===== src/rtl/isa_pkg.sv =====
// isa_pkg: shared sizes, action and status codes, command struct and element
// conversions for the indexed shift array.
// No dependencies.
`default_nettype none

package isa_pkg;

  localparam int DEPTH  = 64;
  localparam int ELEM_W = 32;

  localparam int ACTION_W = 3;
  localparam int INDEX_W  = 6;
  localparam int VALUE_W  = 32;
  localparam int STATUS_W = 2;
  localparam int COUNT_W  = 7;

  localparam int IN_FIELDS_W  = ACTION_W + INDEX_W + VALUE_W;
  localparam int OUT_FIELDS_W = VALUE_W + STATUS_W + COUNT_W;
  localparam int IN_TDATA_W   = ((IN_FIELDS_W + 7) / 8) * 8;
  localparam int OUT_TDATA_W  = ((OUT_FIELDS_W + 7) / 8) * 8;

  localparam int CNT_W  = $clog2(DEPTH + 1);
  localparam int CMP_W  = (CNT_W > INDEX_W) ? CNT_W : INDEX_W;
  localparam int LANES  = 8;
  localparam int LANE_W = 3;
  localparam int GRP_N  = (DEPTH + LANES - 1) / LANES;
  localparam int GSEL_W = (GRP_N > 1) ? $clog2(GRP_N) : 1;
  localparam int GRP_SLOTS = 2 ** GSEL_W;

  typedef logic [ELEM_W-1:0] elem_t;

  typedef enum logic [ACTION_W-1:0] {
    ACT_PUSH   = 3'd0,
    ACT_POP    = 3'd1,
    ACT_GET    = 3'd2,
    ACT_SET    = 3'd3,
    ACT_INSERT = 3'd4,
    ACT_REMOVE = 3'd5,
    ACT_CLEAR  = 3'd6
  } action_t;

  typedef enum logic [STATUS_W-1:0] {
    ST_OK    = 2'd0,
    ST_EMPTY = 2'd1,
    ST_RANGE = 2'd2,
    ST_FULL  = 2'd3
  } status_t;

  typedef struct packed {
    logic load_req;
    logic gather;
    logic commit;
  } isa_cmd_t;

  function automatic elem_t to_elem(input logic signed [VALUE_W-1:0] v);
    logic signed [63:0] v64;
    v64 = 64'(v);
    return v64[ELEM_W-1:0];
  endfunction

  function automatic logic [VALUE_W-1:0] from_elem(input elem_t e);
    logic signed [ELEM_W-1:0] es;
    logic signed [63:0]       e64;
    es  = e;
    e64 = 64'(es);
    return e64[VALUE_W-1:0];
  endfunction

endpackage

`default_nettype wire


===== src/rtl/isa_ctrl.sv =====
// isa_ctrl: request sequencer for the indexed shift array.
// Depends on isa_pkg; drives the command struct of isa_datapath.
`default_nettype none

module isa_ctrl
  import isa_pkg::*;
(
  input  wire logic     clk,
  input  wire logic     rst_n,
  input  wire logic     in_tvalid,
  output logic          in_tready,
  output logic          out_tvalid,
  input  wire logic     out_tready,
  output isa_cmd_t      cmd
);

  typedef enum logic [1:0] {
    S_IDLE,
    S_GATHER,
    S_COMMIT
  } state_t;

  state_t state_r;
  logic   in_tready_r;
  logic   out_valid_r;
  logic   out_free;

  assign out_free = !out_valid_r || out_tready;

  always_comb begin
    cmd.load_req = in_tvalid && in_tready_r;
    cmd.gather   = (state_r == S_GATHER);
    cmd.commit   = (state_r == S_COMMIT) && out_free;
  end

  assign in_tready  = in_tready_r;
  assign out_tvalid = out_valid_r;

  always_ff @(posedge clk) begin
    if (!rst_n) begin
      state_r     <= S_IDLE;
      in_tready_r <= 1'b1;
      out_valid_r <= 1'b0;
    end else begin
      if ((state_r == S_COMMIT) && out_free) begin
        out_valid_r <= 1'b1;
      end else if (out_tready) begin
        out_valid_r <= 1'b0;
      end
      unique case (state_r)
        S_IDLE: begin
          if (in_tvalid && in_tready_r) begin
            state_r     <= S_GATHER;
            in_tready_r <= 1'b0;
          end
        end
        S_GATHER: begin
          state_r <= S_COMMIT;
        end
        S_COMMIT: begin
          if (out_free) begin
            state_r     <= S_IDLE;
            in_tready_r <= 1'b1;
          end
        end
        default: begin
          state_r     <= S_IDLE;
          in_tready_r <= 1'b1;
        end
      endcase
    end
  end

endmodule

`default_nettype wire


===== config.mk =====
export PLATFORM = sky130hd
export DESIGN_NAME = isa_ctrl
export DESIGN_NICKNAME = d
export VERILOG_FILES = /design/src/rtl/isa_pkg.sv /design/src/rtl/isa_ctrl.sv
export SDC_FILE = /design/constraint.sdc
export NUM_CORES = 1
export LEC_CHECK = 0
export ABC_AREA = 0
export ABC_CLOCK_PERIOD_IN_PS = 1990
export BUFFER_PORTS_ARGS = -buffer_cell sky130_fd_sc_hd__buf_2
export CAP_MARGIN = 40
export CORE_AREA = 2 2 39 41
export DETAILED_ROUTE_END_ITERATION = 12
export DIE_AREA = 0 0 41 43
export REMOVE_ABC_BUFFERS = 1
export SLEW_MARGIN = 25
export SYNTH_ARGS = -nofsm -noshare
export SYNTH_HDL_FRONTEND = slang
export SYNTH_SLANG_ARGS = --single-unit

===== constraint.sdc =====
create_clock -name clk -period 1.99 [get_ports clk]
set_input_delay 0.199 -clock clk [delete_from_list [all_inputs] [get_ports clk]]
set_output_delay 0.199 -clock clk [all_outputs]
set_load 0.01 [all_outputs]

After elaboration in Yosys (flattened, before gate mapping)
Cells that the tools add are included.
{"block": "classes", "n_eq_ne": 4, "bitwise_logic": 1, "reduce_logical": 8, "n_mux": 8}
{"cell": "$pmux W2 S3", "count": 1}
{"cell": "$mux W1", "count": 4}
{"cell": "$mux W2", "count": 2}
{"cell": "$ne A2 B2 Y1 const B", "count": 2}
{"cell": "$pmux W1 S3", "count": 1}
{"cell": "$reduce_and A3 Y1", "count": 1}
{"cell": "$eq A2 B1 Y1 const B", "count": 1}
{"cell": "$eq A2 B2 Y1 const B", "count": 1}
{"cell": "$logic_and A1 B1 Y1", "count": 2}
{"cell": "$logic_not A2 Y1", "count": 1}
{"cell": "$reduce_and A2 Y1", "count": 1}
{"cell": "$reduce_bool A2 Y1", "count": 1}
{"cell": "$logic_not A1 Y1", "count": 1}
{"cell": "$logic_or A1 B1 Y1", "count": 1}
{"cell": "$not A1 Y1", "count": 1}
{"block": "totals", "inputBits": 4, "elab_cells": 24, "out_inout_bits": 5, "ff_bits": 4}

Depth between registers and ports, before layout
{"block": "depth", "word_depth": 4, "ltp_mapped": 2, "mapped_depth_nobuf": 2}

Worst setup path before layout
Ideal clock, no wire load.
{"block": "synth_timing", "path_type": "register to output", "start": "reg state_r[0]", "end": "out cmd[0] (netlist bit)", "n_path_buf": 0, "stages_incl_launch_ff": 3, "arrival_time_ps": 660, "required_ps": 1791, "path_slack_ps": 1131, "path_cell_list": "dfxtp_1 nand2b_1 nor2b_1"}
{"item": "from (decl)", "line": "isa_ctrl.sv:23", "source": "state_t state_r;"}
{"item": "from (signal assigned)", "line": "isa_ctrl.sv:41", "source": "state_r <= S_IDLE;"}
{"item": "from (signal assigned)", "line": "isa_ctrl.sv:53", "source": "state_r <= S_GATHER;"}
{"item": "from (signal assigned)", "line": "isa_ctrl.sv:58", "source": "state_r <= S_COMMIT;"}
{"item": "to (decl)", "line": "isa_ctrl.sv:14", "source": "output isa_cmd_t cmd"}

==> key figures <==
Status
  • Status: complete, no violations

Place
  • Pre-CTS WS: 1.06 ns
  • Placed Area: 236 um^2
  • PortBufs: 8
  • GPL Wtd Cong: 0.621

Timing
  • Final setup margin: 0.805 ns
  • Unrepaired setup endpoints after global routing: false
  • Fin crit period: 1.18 ns
  • Final period util: 59.5%
  • Max Clock Freq: 844 MHz
  • Tightest Pin Transition: 0.271 ns
  • Max-slew violation count: 0
  • Worst hold slack: 0.179 ns
  • Setup violators final: 0
  • Final Hold Viols: 0
  • Slew HR: 81.7%
  • Clock Skews: 0.00422 ns
  • Setup TNS after final layout: 0 ns

Synthesis
  • Largest cells by area after synthesis: dfxtp_1 45%, and4bb_1 7.1%, nand2b_1 7.1%
  • Share of the synthesized area in the top cell type: 45.4%
  • Seq/Total Area, Yosys: 45.4%
  • Mean post-synth cell area: 9.80 um^2
  • EDFF count, synth: 0
  • Post-synth ARST share: 0%
  • Most common cell in the netlist: dfxtp_1
  • Cell area after synthesis: 176 um^2
  • Cell accounting for the most synthesized area: dfxtp_1
  • Synth Register Bits: 4
  • Yosys warnings: 0
  • Mapped Cells: 18
  • Synth cell count leaders: 4 x dfxtp_1, 2 x nand2b_1, 2 x nor2_1, 2 x nor2b_1
  • Ys flop type: dfxtp_1
  • Library cells used by synthesis: 12

Finish
  • Nets@finish: 35
  • Share of layout cells above drive strength 1: 37.9%
  • Design area: 259 um^2
  • Area grow syn2layout: 46.8%
  • Inserted Diodes: 0
  • Fillcell total: 156

Pwr
  • Power Density: 853 nW/um^2
  • Leak: 0.118 nW
  • Peak supply drop: 0.387 mV
  • Tot Pwr: 0.221 mW

Die
  • Total core area: 1380 um^2
  • Die area: 1760 um^2
  • I/O pin count: 9
  • Site Rows: 14
  • Die Height: 43 um
  • Initial Util: 12.7%
  • Die width: 41 um

Clock network
  • Post-CTS resize count: 0
  • Hold_buf cts: 0
  • Clk slew on worst S/H paths: 0.04 ns
  • Clk buf depth: 2
  • CTS Buf Count: 3
  • Post-CTS Setup Bufs: 0
  • Clock H-tree levels: 1
  • CTS sink count: 4
  • CTS tree: built
  • Clk Latency, worst-skew pair: 0.24 ns
  • CTS Root Cell: clkbuf_4

Job
  • Max-cap violation count: 0

Routing
  • Via count: 164
  • DR iter-0 viols: 1
  • DR DRC count: 0
  • 1st-pass router iterations: 4
  • Vias per Instance: 3.64
  • WL/cell: 8.76 um
  • Final wirelength: 394 um
  • Post-DRT Antenna Nets: 0

Worst setup path
  • Critical path peak fanout: 6
  • R2r setup slk: 1.12 ns
  • Reg2Reg Depth: 2
  • Crit path DAT: 0.99 ns
  • Req. time, crit path: 1.79 ns
  • R2r endpoint: in_tready
  • Worst flop-to-flop path startpoint: state_r[0]
  • Crit path kind: reg2out
  • CP Capture Type: output pin
  • Startpoint class of the critical path: flop

Global route
  • Antenna violations before repair: 0
  • Largest net degree at the start of global routing: 7
  • First-pass GRT wire length: 683 um
  • Residual overflow from global routing: 0
  • GRT Util Overall: 7.02%
  • Vias in the first global route: 152

Worst hold path
  • Hold endpoint: in_tready
  • Hold Startpoint: rst_n
  • Worst min-delay path class: in2reg
  • Hold depth: 2
## through the flow
step,cells,util [%]
6_report,45,18.7
5_1_grt,45,18.7
4_1_cts,45,18.7
3_5_place_dp,42,17.1
3_3_place_gp,42,17.1
2_1_floorplan,18,-
## how the worst max path moves through the flow
stage               cells past startpoint        from  endpoint  slack (ns)
global placement                        3  state_r[0]    cmd[0]        1.06
global route                            3  state_r[1]    cmd[0]        0.72
detailed placement                      3  state_r[1]    cmd[0]        1.06
finish                                  3  state_r[1]    cmd[0]        0.81
floorplan                               2  state_r[0]    cmd[0]        1.13
CTS                                     3  state_r[1]    cmd[0]        0.80
## critical path, cell delays in order, from the launching register on
cell      delay (ns)
dfxtp_1         0.41
nand2b_1        0.10
nor2b_1         0.10
buf_2           0.13
## final cells by class
type	count	area, um^2	share of cell area [%]
sequential	4	80.1	30.9
clock buffer	3	22.5	8.70
multi-input combinational	14	96.3	37.2
timing repair buffer	8	40.0	15.5
tap	16	20.0	7.73
## cells by family (layout without fill, tap and decap cells)
family / Yosys count / count (layout) / share of synthesized area, %
simple gates: 11 / 11 / 41.8
flops: 4 / 4 / 45.4
buf+inv: 0 / 11 / 0
compound gates: 3 / 3 / 12.8
## layout by cell type, fill, tap and decap left out
| cell type | netlist | layout |
|---|---|---|
| a21boi_1 | 1 | 1 |
| and2_1 | 1 | 1 |
| and3_1 | 1 | 1 |
| and4bb_1 | 1 | 1 |
| buf_2 | 0 | 8 |
| clkbuf_4 | 0 | 3 |
| dfxtp_1 | 4 | 4 |
| nand2b_1 | 2 | 2 |
| nor2_1 | 2 | 2 |
| nor2b_1 | 2 | 2 |
| nor3b_1 | 1 | 1 |
| nor4b_1 | 1 | 1 |
| o21a_1 | 1 | 1 |
| o31ai_1 | 1 | 1 |
## sequential cells by signal (all words and copies together), names as in the netlist
name and cells:
in_tready 1, state_r 2, out_tvalid 1
## where the power goes
part / leakage (nW) / switching, mW / internal, mW / total, mW
combinational: 0.0718 / 0.0115 / 0.0137 / 0.0252
clock: 0.0138 / 0.0372 / 0.0677 / 0.105
sequential: 0.0329 / 0.00537 / 0.0854 / 0.0908
## metal layers
layer	GRT usage [%]	vias up	wire, um
met4	6.00	0	8
met1	8.33	63	203
met5	0	-	0
met3	9.42	2	80
li1	-	87	-
met2	5.31	12	102
No activity file was read; power rests on OpenSTA's default activity.
